===== src/hw/rtl/cpbc_pkg.sv =====
// Shared types, constants, arithmetic helpers and microcode for the roll-balance controller.
`default_nettype none

package cpbc_pkg;

    localparam int unsigned GAIN_W   = 24;
    localparam int unsigned ROLL_W   = 25;
    localparam int unsigned RATE_W   = 28;
    localparam int unsigned ACCEL_W  = 25;
    localparam int unsigned DRIVE_W  = 24;
    localparam int unsigned CFG_W    = 25;
    localparam int unsigned IDX_W    = 3;
    localparam int unsigned INT_W    = 20;
    localparam int unsigned OPB_W    = 38;
    localparam int unsigned PROD_W   = GAIN_W + OPB_W;
    localparam int unsigned ACC_W    = 48;
    localparam int unsigned FRAC_W   = 16;
    localparam int unsigned STEP_W   = 4;
    localparam int unsigned IN_W     = 80;

    localparam logic signed [ROLL_W:0]   ROLL_LIM  = (ROLL_W + 1)'(50 * 65536);
    localparam logic signed [OPB_W:0]    INT_LIM   = (OPB_W + 1)'(5 * 65536);
    localparam logic signed [ACC_W-1:0]  DRIVE_LIM = ACC_W'(100 * 65536);

    typedef enum logic [IDX_W-1:0] {
        REG_ANGLE_KP     = 3'd0,
        REG_ANGLE_KI     = 3'd1,
        REG_ANGLE_KD     = 3'd2,
        REG_RATE_KP      = 3'd3,
        REG_RATE_KI      = 3'd4,
        REG_RATE_KD      = 3'd5,
        REG_ANGLE_TARGET = 3'd6
    } t_reg_idx;

    typedef enum logic [2:0] {
        G_AKP = 3'd0,
        G_AKI = 3'd1,
        G_AKD = 3'd2,
        G_RKP = 3'd3,
        G_RKI = 3'd4,
        G_RKD = 3'd5
    } t_gsel;

    typedef enum logic [2:0] {
        OP_ERR   = 3'd0,
        OP_AINT  = 3'd1,
        OP_RINT  = 3'd2,
        OP_RATE  = 3'd3,
        OP_ACCEL = 3'd4
    } t_osel;

    typedef enum logic [1:0] {
        ACC_HOLD = 2'd0,
        ACC_LOAD = 2'd1,
        ACC_ADD  = 2'd2
    } t_acc_op;

    typedef enum logic [1:0] {
        ERR_HOLD  = 2'd0,
        ERR_OUTER = 2'd1,
        ERR_INNER = 2'd2
    } t_err_op;

    typedef enum logic [1:0] {
        INT_HOLD  = 2'd0,
        INT_ANGLE = 2'd1,
        INT_RATE  = 2'd2
    } t_int_op;

    typedef struct packed {
        t_gsel   gsel;
        t_osel   osel;
        t_acc_op acc_op;
        t_err_op err_op;
        t_int_op int_op;
        logic    jmp_gate;
        logic    emit;
    } t_cword;

    typedef struct packed {
        logic signed [GAIN_W-1:0] angle_kp;
        logic signed [GAIN_W-1:0] angle_ki;
        logic signed [GAIN_W-1:0] angle_kd;
        logic signed [GAIN_W-1:0] rate_kp;
        logic signed [GAIN_W-1:0] rate_ki;
        logic signed [GAIN_W-1:0] rate_kd;
        logic signed [ROLL_W-1:0] angle_target;
    } t_gains;

    typedef struct packed {
        logic signed [ROLL_W-1:0]  roll_angle;
        logic signed [RATE_W-1:0]  roll_rate;
        logic signed [ACCEL_W-1:0] lateral_accel;
    } t_sample;

    typedef struct packed {
        logic                      gate_out;
        logic                      clip;
        logic signed [DRIVE_W-1:0] drive;
    } t_status;

    localparam logic [STEP_W-1:0] STEP_EMIT = 4'd10;

    localparam t_cword CW_NOP = '{gsel: G_AKP, osel: OP_ERR, acc_op: ACC_HOLD,
                                  err_op: ERR_HOLD, int_op: INT_HOLD,
                                  jmp_gate: 1'b0, emit: 1'b0};

    function automatic logic signed [INT_W-1:0] integrate(
        input logic signed [INT_W-1:0] acc,
        input logic signed [OPB_W-1:0] e
    );
        logic signed [OPB_W:0] s;
        s = {{(OPB_W + 1 - INT_W){acc[INT_W-1]}}, acc} + {e[OPB_W-1], e};
        if (s > INT_LIM || s < -INT_LIM) begin
            return '0;
        end
        return s[INT_W-1:0];
    endfunction

    function automatic t_cword ucode(input logic [STEP_W-1:0] step);
        t_cword cw;
        cw = CW_NOP;
        unique case (step)
            4'd0: begin
                cw.err_op   = ERR_OUTER;
                cw.jmp_gate = 1'b1;
            end
            4'd1: begin
                cw.int_op = INT_ANGLE;
                cw.gsel   = G_AKP;
                cw.osel   = OP_ERR;
            end
            4'd2: begin
                cw.gsel   = G_AKI;
                cw.osel   = OP_AINT;
                cw.acc_op = ACC_LOAD;
            end
            4'd3: begin
                cw.gsel   = G_AKD;
                cw.osel   = OP_RATE;
                cw.acc_op = ACC_ADD;
            end
            4'd4: cw.acc_op = ACC_ADD;
            4'd5: cw.err_op = ERR_INNER;
            4'd6: begin
                cw.int_op = INT_RATE;
                cw.gsel   = G_RKP;
                cw.osel   = OP_ERR;
            end
            4'd7: begin
                cw.gsel   = G_RKI;
                cw.osel   = OP_RINT;
                cw.acc_op = ACC_LOAD;
            end
            4'd8: begin
                cw.gsel   = G_RKD;
                cw.osel   = OP_ACCEL;
                cw.acc_op = ACC_ADD;
            end
            4'd9: cw.acc_op = ACC_ADD;
            4'd10: cw.emit = 1'b1;
            default: cw = CW_NOP;
        endcase
        return cw;
    endfunction

endpackage

`default_nettype wire


===== src/hw/rtl/cpbc_datapath.sv =====
// Datapath: shared multiplier, accumulator, error register and the two integrators.
`default_nettype none

module cpbc_datapath (
    input  wire logic             i_clk,
    input  wire logic             i_rst_n,
    input  wire logic             i_step_en,
    input  wire cpbc_pkg::t_cword i_cw,
    input  wire cpbc_pkg::t_gains i_gains,
    input  wire cpbc_pkg::t_sample i_sample,
    output cpbc_pkg::t_status     o_status
);

    logic signed [cpbc_pkg::GAIN_W-1:0]  w_gain;
    logic signed [cpbc_pkg::OPB_W-1:0]   w_opb;
    logic signed [cpbc_pkg::PROD_W-1:0]  w_prod;
    logic signed [cpbc_pkg::ACC_W-1:0]   w_pterm;
    logic signed [cpbc_pkg::ROLL_W:0]    w_roll_x;
    logic signed [cpbc_pkg::ROLL_W:0]    w_err_outer;
    logic signed [cpbc_pkg::OPB_W-1:0]   w_rate_x;

    logic signed [cpbc_pkg::PROD_W-1:0]  r_prod;
    logic signed [cpbc_pkg::ACC_W-1:0]   r_acc;
    logic signed [cpbc_pkg::OPB_W-1:0]   r_err;
    logic signed [cpbc_pkg::INT_W-1:0]   r_aint;
    logic signed [cpbc_pkg::INT_W-1:0]   r_rint;
    logic signed [cpbc_pkg::ACC_W-1:0]   n_acc;
    logic signed [cpbc_pkg::OPB_W-1:0]   n_err;

    always_comb begin
        unique case (i_cw.gsel)
            cpbc_pkg::G_AKP: w_gain = i_gains.angle_kp;
            cpbc_pkg::G_AKI: w_gain = i_gains.angle_ki;
            cpbc_pkg::G_AKD: w_gain = i_gains.angle_kd;
            cpbc_pkg::G_RKP: w_gain = i_gains.rate_kp;
            cpbc_pkg::G_RKI: w_gain = i_gains.rate_ki;
            cpbc_pkg::G_RKD: w_gain = i_gains.rate_kd;
            default:         w_gain = '0;
        endcase
    end

    assign w_rate_x = {{(cpbc_pkg::OPB_W - cpbc_pkg::RATE_W){i_sample.roll_rate[cpbc_pkg::RATE_W-1]}},
                       i_sample.roll_rate};

    always_comb begin
        unique case (i_cw.osel)
            cpbc_pkg::OP_ERR:   w_opb = r_err;
            cpbc_pkg::OP_AINT:  w_opb = {{(cpbc_pkg::OPB_W - cpbc_pkg::INT_W){r_aint[cpbc_pkg::INT_W-1]}},
                                         r_aint};
            cpbc_pkg::OP_RINT:  w_opb = {{(cpbc_pkg::OPB_W - cpbc_pkg::INT_W){r_rint[cpbc_pkg::INT_W-1]}},
                                         r_rint};
            cpbc_pkg::OP_RATE:  w_opb = w_rate_x;
            cpbc_pkg::OP_ACCEL: w_opb = {{(cpbc_pkg::OPB_W - cpbc_pkg::ACCEL_W)
                                          {i_sample.lateral_accel[cpbc_pkg::ACCEL_W-1]}},
                                         i_sample.lateral_accel};
            default:            w_opb = '0;
        endcase
    end

    assign w_prod  = w_gain * w_opb;
    assign w_pterm = {{(cpbc_pkg::ACC_W - cpbc_pkg::PROD_W + cpbc_pkg::FRAC_W)
                       {r_prod[cpbc_pkg::PROD_W-1]}},
                      r_prod[cpbc_pkg::PROD_W-1:cpbc_pkg::FRAC_W]};

    assign w_roll_x    = {i_sample.roll_angle[cpbc_pkg::ROLL_W-1], i_sample.roll_angle};
    assign w_err_outer = w_roll_x - {i_gains.angle_target[cpbc_pkg::ROLL_W-1], i_gains.angle_target};

    always_comb begin
        unique case (i_cw.acc_op)
            cpbc_pkg::ACC_LOAD: n_acc = w_pterm;
            cpbc_pkg::ACC_ADD:  n_acc = r_acc + w_pterm;
            default:            n_acc = r_acc;
        endcase
    end

    always_comb begin
        unique case (i_cw.err_op)
            cpbc_pkg::ERR_OUTER: n_err = {{(cpbc_pkg::OPB_W - cpbc_pkg::ROLL_W - 1)
                                           {w_err_outer[cpbc_pkg::ROLL_W]}}, w_err_outer};
            cpbc_pkg::ERR_INNER: n_err = w_rate_x - r_acc[cpbc_pkg::OPB_W-1:0];
            default:             n_err = r_err;
        endcase
    end

    always_ff @(posedge i_clk) begin
        if (i_step_en) begin
            r_prod <= w_prod;
            r_acc  <= n_acc;
            r_err  <= n_err;
        end
    end

    always_ff @(posedge i_clk) begin
        if (!i_rst_n) begin
            r_aint <= '0;
            r_rint <= '0;
        end else if (i_step_en) begin
            if (i_cw.int_op == cpbc_pkg::INT_ANGLE) begin
                r_aint <= cpbc_pkg::integrate(r_aint, r_err);
            end
            if (i_cw.int_op == cpbc_pkg::INT_RATE) begin
                r_rint <= cpbc_pkg::integrate(r_rint, r_err);
            end
        end
    end

    assign o_status.gate_out = (w_roll_x > cpbc_pkg::ROLL_LIM) || (w_roll_x < -cpbc_pkg::ROLL_LIM);
    assign o_status.clip     = (r_acc > cpbc_pkg::DRIVE_LIM) || (r_acc < -cpbc_pkg::DRIVE_LIM);
    assign o_status.drive    = r_acc[cpbc_pkg::DRIVE_W-1:0];

endmodule

`default_nettype wire


===== src/hw/rtl/cascaded_pid_balance_controller_core.sv =====
// Top level of the cascaded angle/rate PID roll-balance controller.
`default_nettype none

// Each sample runs through an 11-step microprogram on one shared 24x38 multiplier;
// a new sample is taken the cycle after the result leaves the sequencer, so the block
// takes no new sample before it is through with the last one. A sample whose roll
// angle is outside plus or minus 50 skips to the last step. The result sits in an
// output register, so a new sample can start while it waits; a full output register
// stalls only the last step. The user must write gains and the angle target through
// the register port only while idle; the block itself does not enforce this.
module cascaded_pid_balance_controller_core (
    input  wire logic                          i_clk,
    input  wire logic                          i_rst_n,
    input  wire logic                          i_s_tvalid,
    output logic                               o_s_tready,
    // roll_angle[24:0], roll_rate[52:25], lateral_accel[77:53], zero[79:78]
    input  wire logic [cpbc_pkg::IN_W-1:0]     i_s_tdata,
    output logic                               o_m_tvalid,
    input  wire logic                          i_m_tready,
    // drive[23:0]
    output logic [cpbc_pkg::DRIVE_W-1:0]       o_m_tdata,
    // running[0], clipped[1]
    output logic [1:0]                         o_m_tuser,
    input  wire logic                          i_cfg_wen,
    input  wire logic [cpbc_pkg::IDX_W-1:0]    i_cfg_addr,
    input  wire logic [cpbc_pkg::CFG_W-1:0]    i_cfg_wdata
);

    logic                             r_busy;
    logic [cpbc_pkg::STEP_W-1:0]      r_step;
    logic                             r_run;
    cpbc_pkg::t_sample                r_sample;
    cpbc_pkg::t_gains                 r_gains;
    logic                             r_ovalid;
    logic [cpbc_pkg::DRIVE_W-1:0]     r_odrive;
    logic                             r_orun;
    logic                             r_oclip;

    cpbc_pkg::t_cword                 w_cw;
    cpbc_pkg::t_status                w_status;
    logic                             w_accept;
    logic                             w_emit_ok;
    logic                             w_step_en;

    assign w_accept  = i_s_tvalid && o_s_tready;
    assign w_cw      = r_busy ? cpbc_pkg::ucode(r_step) : cpbc_pkg::CW_NOP;
    assign w_emit_ok = !r_ovalid || i_m_tready;
    assign w_step_en = r_busy && !w_cw.emit;

    cpbc_datapath u_dp (
        .i_clk     (i_clk),
        .i_rst_n   (i_rst_n),
        .i_step_en (w_step_en),
        .i_cw      (w_cw),
        .i_gains   (r_gains),
        .i_sample  (r_sample),
        .o_status  (w_status)
    );

    always_ff @(posedge i_clk) begin
        if (w_accept) begin
            r_sample.roll_angle    <= i_s_tdata[24:0];
            r_sample.roll_rate     <= i_s_tdata[52:25];
            r_sample.lateral_accel <= i_s_tdata[77:53];
        end
    end

    always_ff @(posedge i_clk) begin
        if (!i_rst_n) begin
            r_busy <= 1'b0;
            r_step <= '0;
            r_run  <= 1'b0;
        end else if (w_accept) begin
            r_busy <= 1'b1;
            r_step <= '0;
        end else if (r_busy) begin
            if (w_cw.emit) begin
                if (w_emit_ok) begin
                    r_busy <= 1'b0;
                end
            end else if (w_cw.jmp_gate) begin
                r_run <= !w_status.gate_out;
                if (w_status.gate_out) begin
                    r_step <= cpbc_pkg::STEP_EMIT;
                end else begin
                    r_step <= r_step + 1'b1;
                end
            end else begin
                r_step <= r_step + 1'b1;
            end
        end
    end

    always_ff @(posedge i_clk) begin
        if (!i_rst_n) begin
            r_ovalid <= 1'b0;
        end else if (r_busy && w_cw.emit && w_emit_ok) begin
            r_ovalid <= 1'b1;
        end else if (i_m_tready) begin
            r_ovalid <= 1'b0;
        end
    end

    always_ff @(posedge i_clk) begin
        if (r_busy && w_cw.emit && w_emit_ok) begin
            r_orun   <= r_run;
            r_oclip  <= r_run && w_status.clip;
            r_odrive <= (r_run && !w_status.clip) ? w_status.drive : '0;
        end
    end

    always_ff @(posedge i_clk) begin
        if (!i_rst_n) begin
            r_gains.angle_kp     <= 24'sd65536;
            r_gains.angle_ki     <= 24'sd65536;
            r_gains.angle_kd     <= '0;
            r_gains.rate_kp      <= 24'sd65536;
            r_gains.rate_ki      <= 24'sd65536;
            r_gains.rate_kd      <= '0;
            r_gains.angle_target <= '0;
        end else if (i_cfg_wen) begin
            unique case (i_cfg_addr)
                cpbc_pkg::REG_ANGLE_KP:     r_gains.angle_kp     <= i_cfg_wdata[23:0];
                cpbc_pkg::REG_ANGLE_KI:     r_gains.angle_ki     <= i_cfg_wdata[23:0];
                cpbc_pkg::REG_ANGLE_KD:     r_gains.angle_kd     <= i_cfg_wdata[23:0];
                cpbc_pkg::REG_RATE_KP:      r_gains.rate_kp      <= i_cfg_wdata[23:0];
                cpbc_pkg::REG_RATE_KI:      r_gains.rate_ki      <= i_cfg_wdata[23:0];
                cpbc_pkg::REG_RATE_KD:      r_gains.rate_kd      <= i_cfg_wdata[23:0];
                cpbc_pkg::REG_ANGLE_TARGET: r_gains.angle_target <= i_cfg_wdata;
                default: ;
            endcase
        end
    end

    assign o_s_tready = !r_busy;
    assign o_m_tvalid = r_ovalid;
    assign o_m_tdata  = r_odrive;
    assign o_m_tuser  = {r_oclip, r_orun};

    a_step_range: assert property (@(posedge i_clk) disable iff (!i_rst_n)
        r_busy |-> r_step <= cpbc_pkg::STEP_EMIT)
        else $error("step counter ran past the last step");

    a_accept_start: assert property (@(posedge i_clk) disable iff (!i_rst_n)
        w_accept |=> r_busy && r_step == '0)
        else $error("accepted item did not start the program");

    a_gated_zero: assert property (@(posedge i_clk) disable iff (!i_rst_n)
        o_m_tvalid && !o_m_tuser[0] |-> !o_m_tuser[1] && o_m_tdata == '0)
        else $error("gated result carries drive or clip flag");

    a_clip_zero: assert property (@(posedge i_clk) disable iff (!i_rst_n)
        o_m_tvalid && o_m_tuser[1] |-> o_m_tdata == '0)
        else $error("clipped result carries nonzero drive");

    a_emit_stall: assert property (@(posedge i_clk) disable iff (!i_rst_n)
        r_busy && w_cw.emit && !w_emit_ok |=> r_busy && r_step == cpbc_pkg::STEP_EMIT)
        else $error("result step left while output register was full");

endmodule

`default_nettype wire

===== config.mk =====
export PLATFORM = sky130hd
export DESIGN_NAME = cascaded_pid_balance_controller_core
export DESIGN_NICKNAME = d
export VERILOG_FILES = /design/src/hw/rtl/cpbc_pkg.sv /design/src/hw/rtl/cpbc_datapath.sv /design/src/hw/rtl/cascaded_pid_balance_controller_core.sv
export SDC_FILE = /design/constraint.sdc
export NUM_CORES = 2
export LEC_CHECK = 0
export BUFFER_PORTS_ARGS = -buffer_cell sky130_fd_sc_hd__buf_4
export CAP_MARGIN = 10
export CORE_ASPECT_RATIO = 0.8
export CORE_UTILIZATION = 59
export CTS_CLUSTER_SIZE = 25
export DETAILED_ROUTE_END_ITERATION = 6
export MAX_ROUTING_LAYER = met4
export PLACE_DENSITY = 0.86
export REMOVE_ABC_BUFFERS = 1
export SLEW_MARGIN = 5
export SYNTH_ARGS = -nofsm -noshare
export SYNTH_HDL_FRONTEND = slang
export SYNTH_SLANG_ARGS = --single-unit

===== constraint.sdc =====
create_clock -name i_clk -period 8.4 [get_ports i_clk]
set_input_delay 1.68 -clock i_clk [delete_from_list [all_inputs] [get_ports i_clk]]
set_output_delay 1.68 -clock i_clk [all_outputs]
set_load 0.005 [all_outputs]

==> implementation parameters <==
Parameter                              Value

Worst setup path
  Maximum fanout along the worst path    12
  Maximum single-stage delay on the critical path    600 ps
  Startpoint kind of the worst setup timing path    flip-flop
  Register-to-register setup slack    -620 ps
  Crit-path most repeated cell    fa_1
  Capturing element type of the critical path    flip-flop
  Count of cells along the worst register-to-register path    35
  Critical path arrival    9400 ps
  End of the worst register-to-register path    u_dp.r_prod[59]
  Startpoint of the most critical register-to-register path    r_step[1]
  Type of the worst setup path    reg2reg
  Critical Path Slowest Stage Cell    fa_1
  Worst endpoint required time    8770 ps

Logic synthesis
  Fraction of synthesis flops using an asynchronous set or reset pin    0
  Top cells by area, synth    fa_1, edfxtp_1, nand2_1
  Mean post-synth cell area    8.785 µm²
  Synthesized cell area    0.05891 mm²
  Leading area contributor after synthesis    fa_1
  Post-synthesis cell count    6706
  EDFF count, synth    236
  Register area share after synthesis    0.1937
  Count leader, synth    nand2_1
  Top cells by count, synth    nand2_1, inv_1, fa_1
  Portion of synthesized cell area occupied by the leading cell type    0.3123
  Count of yosys warnings during synthesis    0
  Number of register bits inferred by synthesis    452
  Flip-flop cell with the highest count after synthesis    edfxtp_1
  Distinct cell type count of the synthesized netlist    100

Hold path
  Endpoint with the worst hold slack    r_gains[51]
  Startpoint of the worst hold path    r_gains[51]
  Depth of the worst hold-timing path    2
  Worst min-delay path class    reg2reg

Clocking
  TritonCTS sink count    452
  Post-CTS Hold Fix Bufs    0
  Clock tree from TritonCTS    yes
  Clock buffers created by TritonCTS    48
  Clock H-tree levels    2
  Clock-pin slew on the worst setup and hold paths    70 ps
  Source-to-sink clock delay at the later pin of the worst-skew pair    640 ps
  Clock Path Buffers    3
  Clock Tree Root    clkbuf_16

Routing
  Vias per std cell    6.165
  Total via count in the routed design    53232
  Residual DRC count    15
  DRC violation total after the first TritonRoute iteration    7271
  Wire length after detailed routing    215.7 mm
  Post-route antenna net violation count    0
  Number of optimization iterations in the first detailed-route pass    7
  Mean routed wirelength per cell    24.97 µm

Timing
  Worst slew margin relative to its limit    0.1460
  RSZ-0062 raised after global routing    true
  Clock Skews    35.93 ps
  Count of pins over their slew limit    0
  Number of setup violations in the final report    30
  Post-route worst hold slack    456.0 ps
  Total count of hold-check failures in the final report    0
  Final worst path period share    1.074
  Worst Tran Pin Value    1277 ps
  Fmax achieved    0.1108 GHz
  Worst-case setup margin in the final layout    -625.0 ps
  Min Clock Period, post-route    9025 ps

GRT
  Largest net degree at the start of global routing    108
  First-pass GRT wire length    323.6 mm
  Via count of the first global-routing pass    53294
  Total routing usage reported by global routing    0.4406
  Overflow left after global routing    0
  Number of antenna violations at the first check in global routing    7

Floorplan
  Die Outline Area    0.1011 mm²
  Ports    141
  Core area    0.09885 mm²
  Die height    284.6 µm
  Number of standard-cell rows in the floorplan    103
  Horiz. Die Dim    355.3 µm
  Starting utilization of the core area    0.5960

Placed design
  Placed wire-length estimate after detailed placement    172.9 mm
  Buffers added on ports    138
  GPL Wtd Cong    1.069

Pwr
  Max IR drop VDD    0.1735 mV
  Total power density per cell area    146.5 mW/mm²
  Leakage    32.06 nW

Final layout
  Layout overhead on the synthesized area    17.53%
  Utilization after layout    0.7004
  Layout cells sized above 1    0.1612
  Nets    8659
  Fillcell total    7473

Flow run
  Maximum capacitance violations    0

Run status
  Violations in the final reports    DRC, setup timing
  Outcome    complete, but fails checks
[timing repair]
| item | in CTS | in global routing |
|---|---|---|
| setup endpoints to repair | 43 | 43 |
| buffers inserted | 25 | 16 |
| cloned | 2 | 2 |
| gates resized for setup | 182 | 132 |
| pin swaps | 62 | 79 |
[layer usage]
| layer | vias to the layer above | track usage | wire, µm |
|---|---|---|---|
| li1 | 22928 | - | - |
| met2 | 3590 | 0.6043 | 88390 |
| met5 | - | - | 0 |
| met4 | 0 | 0.1481 | 9209 |
| met3 | 554 | 0.1570 | 33610 |
| met1 | 26160 | 0.6022 | 84450 |
[power by group]
group / leakage (nW) / internal, mW / switching (mW) / total (mW)
Clock: 0.786 / 1.27 / 0.990 / 2.26
Sequential: 3.98 / 2.57 / 0.139 / 2.71
Combinational: 27.3 / 2.17 / 3.00 / 5.17
[layout by cell type, fill, tap and decap left out, types with 29 or more instances in the layout]
cell type / synthesis / routed
clkbuf_16: 0 / 50
nor3_1: 57 / 51
inv_1: 1100 / 1075
o21ai_0: 153 / 140
and2_1: 43 / 37
a21o_1: 160 / 159
buf_12: 0 / 61
o21ai_1: 23 / 31
mux2_2: 35 / 35
nand2b_1: 42 / 41
a21oi_1: 423 / 408
nand3_1: 77 / 73
o21bai_1: 31 / 31
o21a_1: 40 / 40
nand4_1: 48 / 48
dfxtp_1: 216 / 211
and3_1: 63 / 60
nand2_1: 1251 / 1226
buf_6: 2 / 29
ha_1: 349 / 324
xnor2_1: 128 / 128
edfxtp_1: 236 / 236
nor2_1: 407 / 391
a222oi_1: 50 / 50
xor2_1: 75 / 73
buf_4: 2 / 722
o211ai_1: 31 / 31
fa_1: 919 / 898
[stage by stage]
stage               instances  power (mW)  setup TNS (ps)  setup slack [ps]  area [µm²]
finish                   8635       10.14           -9018            -625.0       69240
global route             8634       10.56          -16600            -833.9       69230
CTS                      8611       9.747           -6183            -383.8       68490
detailed placement       8497       7.358          -21580             -1020       65980
global placement         8497       7.218          -21280            -936.5       65980
floorplan                6402       5.323          -85370             -2456       57730
[state kept, by name, indices dropped and copies added (netlist names), 4 cells and up]
name         cells
o_m_tdata       24
r_gains        169
r_sample        78
r_step           4
u_dp.r_acc      48
u_dp.r_aint     20
u_dp.r_err      38
u_dp.r_prod     46
u_dp.r_rint     20
[worst max-delay path: cells and delay by family (launching register included)]
kind	cells	cell delay, ps
AO/OA/AOI/OAI	7	1820
buffers and inverters	10	1100
AND/OR/NAND/NOR	8	1080
multiplexers	1	310
flip-flops	1	380
adder cells (fa/ha/maj)	9	4040
[cell type report]
type / instances / area (µm²) / area share
clock buffers: 61 / 1280 / 0.01849
inverters: 1101 / 4143 / 0.05983
well taps: 1312 / 1642 / 0.02371
repair buffers: 825 / 7183 / 0.1037
diodes: 7 / 17.52 / 0.0002530
multi-input cells: 4850 / 43210 / 0.6241
clock inverters: 27 / 335.3 / 0.004843
flip-flops and latches: 452 / 11420 / 0.1650
[worst max path at each step]
stage / startpoint / endpoint / slack [ps] / cells after the start
after CTS: r_step[0] / u_dp.r_prod[52] / -380 / 36
after floorplan: r_step[0] / u_dp.r_prod[60] / -2460 / 27
after global placement: r_step[0] / u_dp.r_prod[59] / -940 / 35
after global routing: r_step[1] / u_dp.r_prod[59] / -830 / 33
after detailed placement: r_step[0] / u_dp.r_prod[60] / -1020 / 31
final: r_step[1] / u_dp.r_prod[59] / -620 / 35
[logic make-up (layout without fill, tap and decap cells)]
logic type                 Yosys count  count (layout)  share of synthesized area
xor gates and xnor gates           203             203                    0.03018
muxes                               48              48                   0.008920
adders and majority gates         1268            1268                     0.3864
other                                0               7                          0
and+or+nand+nor                   2127            2127                     0.1552
DFF                                452             452                     0.1937
AOI/OAI and AO/OA                 1203            1204                     0.1354
buffers and inverters             1405            2014                    0.09022
No activity file was read; power rests on OpenSTA's default activity.
